### config.mk
export PLATFORM = sky130hd
export DESIGN_NAME = png_chunk_parser_crc_check_core
export DESIGN_NICKNAME = d
export VERILOG_FILES = /design/src/rtl/pcp_pkg.sv /design/src/rtl/png_chunk_parser_crc_check_core.sv /design/src/rtl/pcp_front.sv /design/src/rtl/pcp_fifo.sv /design/src/rtl/pcp_back.sv
export SDC_FILE = /design/constraint.sdc
export NUM_CORES = 1
export LEC_CHECK = 0
export BUFFER_PORTS_ARGS = -buffer_cell sky130_fd_sc_hd__buf_2
export CAP_MARGIN = 20
export CELL_PAD_IN_SITES_DETAIL_PLACEMENT = 0
export CELL_PAD_IN_SITES_GLOBAL_PLACEMENT = 1
export CORE_UTILIZATION = 51
export CTS_BUF_LIST = sky130_fd_sc_hd__clkbuf_4 sky130_fd_sc_hd__clkbuf_8
export DETAILED_ROUTE_END_ITERATION = 10
export PLACE_DENSITY = 0.88
export REMOVE_ABC_BUFFERS = 1
export SYNTH_ARGS = -nofsm -noshare
export SYNTH_HDL_FRONTEND = slang
export SYNTH_SLANG_ARGS = --single-unit
### constraint.sdc
create_clock -name clk -period 11.7 [get_ports clk]
set_input_delay 0.585 -clock clk [delete_from_list [all_inputs] [get_ports clk]]
set_output_delay 0.585 -clock clk [all_outputs]
set_load 0.02 [all_outputs]
### src/rtl/pcp_pkg.sv
// ----------------------------------------------------------------------------
// pcp_pkg
// shared types, codes and the byte-wise crc-32 update for the png chunk parser
// ----------------------------------------------------------------------------
`default_nettype none

package pcp_pkg;

  localparam int unsigned CFG_ADDR_W = 3;
  localparam int unsigned CFG_DATA_W = 32;
  localparam int unsigned FIFO_DEPTH = 2;
  localparam int unsigned FIFO_PTR_W = $clog2(FIFO_DEPTH);
  localparam int unsigned FIFO_CNT_W = $clog2(FIFO_DEPTH + 1);

  // register index taken from the word address
  localparam logic REG_CHUNK_LIMIT = 1'b0;

  localparam logic [15:0] CHUNK_LIMIT_RST = 16'd1000;
  localparam logic [31:0] TYPE_IEND       = 32'h49454E44;
  localparam logic [31:0] TYPE_IDAT       = 32'h49444154;
  localparam logic [31:0] CRC_POLY        = 32'hEDB88320;
  localparam logic [31:0] CRC_INIT        = 32'hFFFFFFFF;
  localparam logic [31:0] LEFT_FIELD      = 32'd3;

  typedef enum logic [1:0] {
    KIND_LEN  = 2'd0,
    KIND_TYPE = 2'd1,
    KIND_DATA = 2'd2,
    KIND_CRC  = 2'd3
  } kind_t;

  typedef enum logic [1:0] {
    ST_RUN      = 2'd0,
    ST_BAD_CRC  = 2'd1,
    ST_TOO_MANY = 2'd2,
    ST_IEND     = 2'd3
  } status_t;

  typedef enum logic [3:0] {
    PH_LEN  = 4'b0001,
    PH_TYPE = 4'b0010,
    PH_DATA = 4'b0100,
    PH_CRC  = 4'b1000
  } phase_t;

  // one classified byte travelling from front to back
  typedef struct packed {
    logic [7:0] data;
    kind_t      kind;
    logic       last;
  } item_t;

  typedef struct packed {
    logic [7:0]  byte_out;
    kind_t       field_kind;
    logic        idat_payload;
    logic        chunk_end;
    logic [31:0] chunk_type_word;
    status_t     status;
    logic [15:0] chunks_accepted;
    logic [31:0] idat_total;
  } result_t;

  function automatic logic [31:0] crc_byte(input logic [31:0] crc_in, input logic [7:0] b);
    logic [31:0] c;
    c = crc_in ^ {24'd0, b};
    for (int k = 0; k < 8; k++) begin
      c = c[0] ? ((c >> 1) ^ CRC_POLY) : (c >> 1);
    end
    return c;
  endfunction

endpackage

`default_nettype wire

### src/rtl/png_chunk_parser_crc_check_core.sv
// path: an accepted byte is written into the queue, then into the output register
// throughput: one byte per clock, sustained while out_ready stays high
// a two-entry queue between the framing front and the crc/check back end
// lets either side stall without losing a cycle
// reset (rst_n low, synchronous) clears all parser state; chunk_limit goes to 1000
// ----------------------------------------------------------------------------
// png_chunk_parser_crc_check_core
// png chunk stream parser with crc-32 check and idat byte count
// ----------------------------------------------------------------------------
`default_nettype none

module png_chunk_parser_crc_check_core (
  input  wire logic                              clk,
  input  wire logic                              rst_n,
  input  wire logic                              in_valid,
  output logic                                   in_ready,
  input  wire logic [7:0]                        in_byte_in,
  output logic                                   out_valid,
  input  wire logic                              out_ready,
  output logic [7:0]                             out_byte_out,
  output logic [1:0]                             out_field_kind,
  output logic                                   out_idat_payload,
  output logic                                   out_chunk_end,
  output logic [31:0]                            out_chunk_type_word,
  output logic [1:0]                             out_status,
  output logic [15:0]                            out_chunks_accepted,
  output logic [31:0]                            out_idat_total,
  input  wire logic                              psel,
  input  wire logic                              penable,
  input  wire logic                              pwrite,
  input  wire logic [pcp_pkg::CFG_ADDR_W-1:0]    paddr,
  input  wire logic [pcp_pkg::CFG_DATA_W-1:0]    pwdata,
  output logic [pcp_pkg::CFG_DATA_W-1:0]         prdata,
  output logic                                   pready
);
  import pcp_pkg::*;

  logic [15:0] limit_r;
  logic        reg_sel;
  logic        q_full, q_push, q_pop, q_not_empty;
  item_t       q_item, q_head;
  result_t     res;

  // register index is the word address
  assign reg_sel = (paddr[CFG_ADDR_W-1:2] == REG_CHUNK_LIMIT);
  assign pready  = 1'b1;
  assign prdata  = reg_sel ? {{(CFG_DATA_W-16){1'b0}}, limit_r} : '0;

  always_ff @(posedge clk) begin
    if (!rst_n) begin
      limit_r <= CHUNK_LIMIT_RST;
    end else if (psel && penable && pwrite && pready && reg_sel) begin
      limit_r <= pwdata[15:0];
    end
  end

  pcp_front u_front (
    .clk        (clk),
    .rst_n      (rst_n),
    .in_valid   (in_valid),
    .in_ready   (in_ready),
    .in_byte_in (in_byte_in),
    .q_full     (q_full),
    .q_push     (q_push),
    .q_item     (q_item)
  );

  pcp_fifo u_fifo (
    .clk       (clk),
    .rst_n     (rst_n),
    .push      (q_push),
    .push_item (q_item),
    .full      (q_full),
    .pop       (q_pop),
    .not_empty (q_not_empty),
    .head      (q_head)
  );

  pcp_back u_back (
    .clk         (clk),
    .rst_n       (rst_n),
    .chunk_limit (limit_r),
    .q_not_empty (q_not_empty),
    .q_head      (q_head),
    .q_pop       (q_pop),
    .out_valid   (out_valid),
    .out_ready   (out_ready),
    .res         (res)
  );

  assign out_byte_out        = res.byte_out;
  assign out_field_kind      = res.field_kind;
  assign out_idat_payload    = res.idat_payload;
  assign out_chunk_end       = res.chunk_end;
  assign out_chunk_type_word = res.chunk_type_word;
  assign out_status          = res.status;
  assign out_chunks_accepted = res.chunks_accepted;
  assign out_idat_total      = res.idat_total;

endmodule

`default_nettype wire

### src/rtl/pcp_front.sv
// ----------------------------------------------------------------------------
// pcp_front
// frames the byte stream into length, type, data and crc fields
// ----------------------------------------------------------------------------
`default_nettype none

module pcp_front (
  input  wire logic          clk,
  input  wire logic          rst_n,
  input  wire logic          in_valid,
  output logic               in_ready,
  input  wire logic [7:0]    in_byte_in,
  input  wire logic          q_full,
  output logic               q_push,
  output pcp_pkg::item_t     q_item
);
  import pcp_pkg::*;

  phase_t      phase_r, phase_nxt;
  logic [31:0] left_r, left_nxt;
  logic [31:0] len_r, len_nxt;
  logic        last;

  assign in_ready = !q_full;
  assign q_push   = in_valid && in_ready;
  assign last     = (left_r == 32'd0);

  always_comb begin
    phase_nxt   = phase_r;
    left_nxt    = last ? LEFT_FIELD : (left_r - 32'd1);
    len_nxt     = len_r;
    q_item.data = in_byte_in;
    q_item.last = last;
    q_item.kind = KIND_LEN;
    case (phase_r)
      PH_LEN: begin
        q_item.kind = KIND_LEN;
        len_nxt     = {len_r[23:0], in_byte_in};
        if (last) phase_nxt = PH_TYPE;
      end
      PH_TYPE: begin
        q_item.kind = KIND_TYPE;
        if (last) begin
          // empty chunk skips straight to the crc
          if (len_r == 32'd0) begin
            phase_nxt = PH_CRC;
          end else begin
            phase_nxt = PH_DATA;
            left_nxt  = len_r - 32'd1;
          end
        end
      end
      PH_DATA: begin
        q_item.kind = KIND_DATA;
        if (last) phase_nxt = PH_CRC;
      end
      PH_CRC: begin
        q_item.kind = KIND_CRC;
        if (last) phase_nxt = PH_LEN;
      end
      default: begin
        phase_nxt = PH_LEN;
        left_nxt  = LEFT_FIELD;
      end
    endcase
  end

  always_ff @(posedge clk) begin
    if (!rst_n) begin
      phase_r <= PH_LEN;
      left_r  <= LEFT_FIELD;
      len_r   <= 32'd0;
    end else if (q_push) begin
      phase_r <= phase_nxt;
      left_r  <= left_nxt;
      len_r   <= len_nxt;
    end
  end

endmodule

`default_nettype wire

### src/rtl/pcp_fifo.sv
// ----------------------------------------------------------------------------
// pcp_fifo
// short queue of classified bytes between front and back
// ----------------------------------------------------------------------------
`default_nettype none

module pcp_fifo (
  input  wire logic          clk,
  input  wire logic          rst_n,
  input  wire logic          push,
  input  wire pcp_pkg::item_t push_item,
  output logic               full,
  input  wire logic          pop,
  output logic               not_empty,
  output pcp_pkg::item_t     head
);
  import pcp_pkg::*;

  item_t                 mem_r [FIFO_DEPTH];
  logic [FIFO_PTR_W-1:0] wr_ptr_r, rd_ptr_r;
  logic [FIFO_CNT_W-1:0] cnt_r;

  assign full      = (cnt_r == FIFO_CNT_W'(FIFO_DEPTH));
  assign not_empty = (cnt_r != '0);
  assign head      = mem_r[rd_ptr_r];

  always_ff @(posedge clk) begin
    if (push) mem_r[wr_ptr_r] <= push_item;
  end

  always_ff @(posedge clk) begin
    if (!rst_n) begin
      wr_ptr_r <= '0;
      rd_ptr_r <= '0;
      cnt_r    <= '0;
    end else begin
      if (push) wr_ptr_r <= (wr_ptr_r == FIFO_PTR_W'(FIFO_DEPTH - 1)) ? '0 : wr_ptr_r + 1'b1;
      if (pop)  rd_ptr_r <= (rd_ptr_r == FIFO_PTR_W'(FIFO_DEPTH - 1)) ? '0 : rd_ptr_r + 1'b1;
      if (push && !pop)      cnt_r <= cnt_r + 1'b1;
      else if (pop && !push) cnt_r <= cnt_r - 1'b1;
    end
  end

endmodule

`default_nettype wire

### src/rtl/pcp_back.sv
// ----------------------------------------------------------------------------
// pcp_back
// crc update, chunk checks, counters, sticky status and the output register
// ----------------------------------------------------------------------------
`default_nettype none

module pcp_back (
  input  wire logic          clk,
  input  wire logic          rst_n,
  input  wire logic [15:0]   chunk_limit,
  input  wire logic          q_not_empty,
  input  wire pcp_pkg::item_t q_head,
  output logic               q_pop,
  output logic               out_valid,
  input  wire logic          out_ready,
  output pcp_pkg::result_t   res
);
  import pcp_pkg::*;

  logic [31:0] crc_r, crc_nxt;
  logic [31:0] crc_rx_r, crc_rx_nxt;
  logic [31:0] type_r, type_nxt;
  logic [15:0] count_r, count_nxt;
  logic [31:0] idat_r, idat_nxt;
  status_t     status_r, status_nxt;
  logic        valid_r;
  result_t     res_r, res_nxt;
  logic        running;

  assign q_pop     = q_not_empty && (!valid_r || out_ready);
  assign out_valid = valid_r;
  assign res       = res_r;
  assign running   = (status_r == ST_RUN);

  always_comb begin
    crc_nxt    = crc_r;
    crc_rx_nxt = crc_rx_r;
    type_nxt   = type_r;
    count_nxt  = count_r;
    idat_nxt   = idat_r;
    status_nxt = status_r;
    res_nxt.field_kind   = KIND_LEN;
    res_nxt.idat_payload = 1'b0;
    res_nxt.chunk_end    = 1'b0;
    if (running) begin
      res_nxt.field_kind = q_head.kind;
      case (q_head.kind)
        KIND_LEN: begin
          if (q_head.last) crc_nxt = CRC_INIT;
        end
        KIND_TYPE: begin
          crc_nxt  = crc_byte(crc_r, q_head.data);
          type_nxt = {type_r[23:0], q_head.data};
        end
        KIND_DATA: begin
          crc_nxt = crc_byte(crc_r, q_head.data);
          if (type_r == TYPE_IDAT) begin
            res_nxt.idat_payload = 1'b1;
            idat_nxt             = idat_r + 32'd1;
          end
        end
        KIND_CRC: begin
          crc_rx_nxt = {crc_rx_r[23:0], q_head.data};
          if (q_head.last) begin
            res_nxt.chunk_end = 1'b1;
            // limit takes priority over the crc check
            if (count_r >= chunk_limit) begin
              status_nxt = ST_TOO_MANY;
            end else if (~crc_r != crc_rx_nxt) begin
              status_nxt = ST_BAD_CRC;
            end else begin
              count_nxt = count_r + 16'd1;
              if (type_r == TYPE_IEND) status_nxt = ST_IEND;
            end
          end
        end
        default: ;
      endcase
    end
    res_nxt.byte_out        = q_head.data;
    res_nxt.chunk_type_word = type_nxt;
    res_nxt.status          = status_nxt;
    res_nxt.chunks_accepted = count_nxt;
    res_nxt.idat_total      = idat_nxt;
  end

  always_ff @(posedge clk) begin
    if (!rst_n) begin
      crc_r    <= CRC_INIT;
      crc_rx_r <= 32'd0;
      type_r   <= 32'd0;
      count_r  <= 16'd0;
      idat_r   <= 32'd0;
      status_r <= ST_RUN;
      valid_r  <= 1'b0;
    end else begin
      if (q_pop) begin
        crc_r    <= crc_nxt;
        crc_rx_r <= crc_rx_nxt;
        type_r   <= type_nxt;
        count_r  <= count_nxt;
        idat_r   <= idat_nxt;
        status_r <= status_nxt;
        valid_r  <= 1'b1;
      end else if (out_ready) begin
        valid_r <= 1'b0;
      end
    end
  end

  always_ff @(posedge clk) begin
    if (q_pop) res_r <= res_nxt;
  end

endmodule

`default_nettype wire

==> metrics.md <==
| Metric | Value |
|---|---|
| Status | completed |
| Max transition margin | 29.1% |
| CP Buf/Inv Count | 0 |
| Clk_skew | 0.0268 ns |
| Chip width | 183 um |
| RSZ-0062 raised after global routing | no |
| GR Util All Layers | 22.7% |
| Critical-path top delay cell | xnor2_1 |
| Wire per inst | approximately 16 um |
| Max Freq | 214 MHz |
| Die area | 0.0336 mm2 |
| Ys async rst share | 0% |
| Clk sink count | 344 |
| M1 WL | 17800 um |
| Vias per cell | roughly 5.5 |
| Ys flop type | dfxtp_1 |
| PD cells | 245 mW/mm2 |
| Least-Margin Pin Slew | between 1 and 1.5 ns |
| Hold crit path type | input pin to register |
| Reg power frac | 36.5% |
| Kind of cell adding the most delay to the critical path | simple AND/OR/NAND/NOR gates |
| Number of synthesized flops with an enable pin | 116 |
| NetSw | roughly 1800 uW |
| Fin. max-slew vios | 0 |
| Seq/Total Area, Yosys | 48.1% |
| Setup violators final | 0 |
| Placed cell count | 2278 |
| Num rows | 65 |
| Post-CTS Resized | 0 |
| DRC Markers | 0 |
| CTS Buffer Depth | 3 |
| Max_cap viols | 0 |
| Minimum clock period | about 4.7 ns |
| Final #Nets | 1983 |
| Ys Warns | 0 |
| Drt first pass iters | 5 |
| Max Fanout on Critical Path | 19 |
| P_int | 2840 uW |
| Critical Path Sink Type | register |
| Data required, critical path | 12.21 ns |
| Final Cycle Share | 39.9% |
| Critical Path AT | 5.18 ns |
| CORE AREA | 0.0320 mm2 |
| Syn avg cell area | around 9.3 um2 |
| Port bufs | 143 |
| Crit-path cells | mux2i_1, xnor2_1, ha_1, nand3_1, nor2_1, nand4_1, or4_1, a2111o_1, or3_1, a21boi_1 |
| Yosys cell types | 75 |
| Fin cells | 2387 |
| Clk slew on worst S/H paths | 0.06 ns |
| Skew-Pair Late Insertion Delay | roughly 0.6 ns |
| CTS root buffer | clkbuf_8 |
| WL final | 38200 um |
| Routability congestion estimate | about 0.87 |
| # diodes | 0 |
| Hpwl dp | ~26000 um |
| Setup TNS | 0 ns |
| Combinational power share | 39.4% |
| P&R area growth vs syn | 12.9% |
| CTS tree | yes |
| Setup CP Type | register to register |
| Mapped Area | around 0.017 mm2 |
| Leakage | roughly 0.0073 uW |
| Clock network fraction of design power | between 20% and 30% |
| CP startpoint kind | register |
| I/O Pins | 179 |
| CP max stage delay | 0.80 ns |
| Iter 0 DRT Violations | 917 |
| Via count | 13100 |
| H-tree levels | 2 |
| Initial antenna violation count | 0 |
| Met2 wire len | ~17000 um |
| Pin count of the biggest net entering global routing | 81 |
| GR Overflow Total | 0 |
| Global-route wire length before repair | 62000 um |
| Die H | 183 um |
| Postcts setup bufs | 0 |
| Layout cells sized above 1 | 15.6% |
| Switching part of the total | 38.5% |
| Seq cells post-synth | 344 |
| CTS Buf Count | 57 |
| Starting density of the core | 52.4% |
| Vias in the first global route | between 10000 and 15000 |
| Post-Synthesis Cells | 1792 |
| Top layer in use | met4 |
| Final hold viol count | 0 |
| Post-DRT Antenna Nets | 0 |
| FILL cells | 2826 |
| Maximum vdd drop | 0.000125 V |
| Hold buffers post-CTS | 0 |
| WL met3 | just under 2000 um |
==> stage by stage <==
step | util (%) | area (um2) | hold slack, ns | total power, uW | setup slack, ns
floorplan | - | 16300 | 0.436 | 3010 | 5.18
global placement | 55.2 | 17600 | 0.442 | 3490 | 7.23
detailed placement | 55.2 | 17600 | 0.447 | 3520 | 7.12
CTS | 59.0 | 18900 | 0.169 | 4640 | 7.10
global route | 59.1 | 18900 | 0.180 | 4880 | 6.78
finish | 59.1 | 18900 | 0.199 | 4620 | 7.03
==> per-layer routing <==
metal  track usage [%]  up-vias
met5                 0        -
met4              7.93        0
met3              3.22       88
met2              36.4      322
met1              31.3     6239
li1                  -     6456
==> worst reg2reg max path, cell delays in order (launching register included) <==
cell      delay, ns
dfxtp_1        0.79
mux2i_1        0.42
xnor2_1        0.80
ha_1           0.27
nand3_1        0.09
nor2_1         0.11
nand4_1        0.14
or4_1          0.71
a2111o_1       0.70
or3_1          0.41
a21boi_1       0.15
==> final cells by class <==
class                           instances  area [um2]  area share [%]
Clock buffer                           81        1020            5.40
Clock inverter                         26         200            1.06
Inverter                               45         174           0.920
Multi-Input combinational cell       1297        8060            42.6
Sequential cell                       344        8050            42.6
Tap cell                              435         544            2.88
Timing Repair Buffer                  159         853            4.52
==> power by group through the flow <==
| stage | registers (uW) | clock network (uW) | logic, uW |
|---|---|---|---|
| global route | 1710 | 1190 | 1980 |
| CTS | 1690 | 1140 | 1820 |
| global placement | 1700 | 0 | 1790 |
| finish | 1690 | 1110 | 1820 |
| floorplan | 1870 | 0 | 1140 |
| detailed placement | 1710 | 0 | 1810 |
==> path summary, 6_finish.rpt <==
path	startpoint	endpoint	slack (ns)	cells past startpoint
hold reg to reg	limit_r[4]	limit_r[4]	0.45	2
setup reg to reg	register	u_back.count_r[10]	7.03	10
setup / recovery	register	u_back.count_r[10]	7.03	10
hold / removal	in_byte_in[4]	u_fifo.mem_r[1][7]	0.20	1
==> cells in the mapped netlist (18+ instances only) <==
cell      number  area, um2
clkbuf_1      89        334
o22ai_1       30        188
xnor2_1      140       1230
nand3_1       60        300
nand4_1       25        156
xor2_1        60        526
a21oi_1       84        420
inv_1         43        161
a21boi_0      50        375
nor3_1        49        245
nor4_1        25        156
nand2_1      302       1130
mux2_2        26        293
nor2_1       109        409
buf_4         18        135
o21ai_0       29        145
dfxtp_1      228       4560
edfxtp_1     116       3480
mux2i_1       22        220
ha_1          29        363
and2_1        27        169
nand2b_1      20        125
o21ai_1       21        105
==> cells by family after synthesis <==
logic type / after synthesis / share of synthesized area (%)
AND/OR/NAND/NOR: 697 / 19.8
flip-flops: 344 / 48.1
AO/OA/AOI/OAI: 300 / 11.7
XOR/XNOR: 205 / 11.0
buffers and inverters: 166 / 4.17
multiplexers: 49 / 3.13
adder cells (fa/ha/maj): 29 / 2.17
other: 2 / 0.0449
==> flip-flops by register name (all words and copies together) (netlist names), 4 cells and up, named ones only <==
| signal | cells |
|---|---|
| u_back.idat_r | 32 |
| u_back.res | 94 |
| u_fifo.mem_r | 22 |
| u_back.crc_rx_r | 24 |
| u_back.type_r | 32 |
| u_back.crc_r | 32 |
| u_front.phase_r | 4 |
| u_front.left_r | 32 |
| u_front.len_r | 32 |
| u_back.count_r | 16 |
| limit_r | 16 |
==> layout by cell type (no fill, tap or decap), types with 26 or more instances in the layout <==
cell type	netlist	routed
and2_1	27	27
xor2_1	60	60
inv_1	43	43
ha_1	29	29
clkbuf_8	0	66
xnor2_1	140	140
a21boi_0	50	50
edfxtp_1	116	116
nand2_1	302	302
buf_2	6	142
dfxtp_1	228	228
o21ai_0	29	29
o22ai_1	30	30
mux2_2	26	26
nor2_1	109	108
nor3_1	49	49
a21oi_1	84	84
nand3_1	60	60
(Power assumes the default switching activity.)
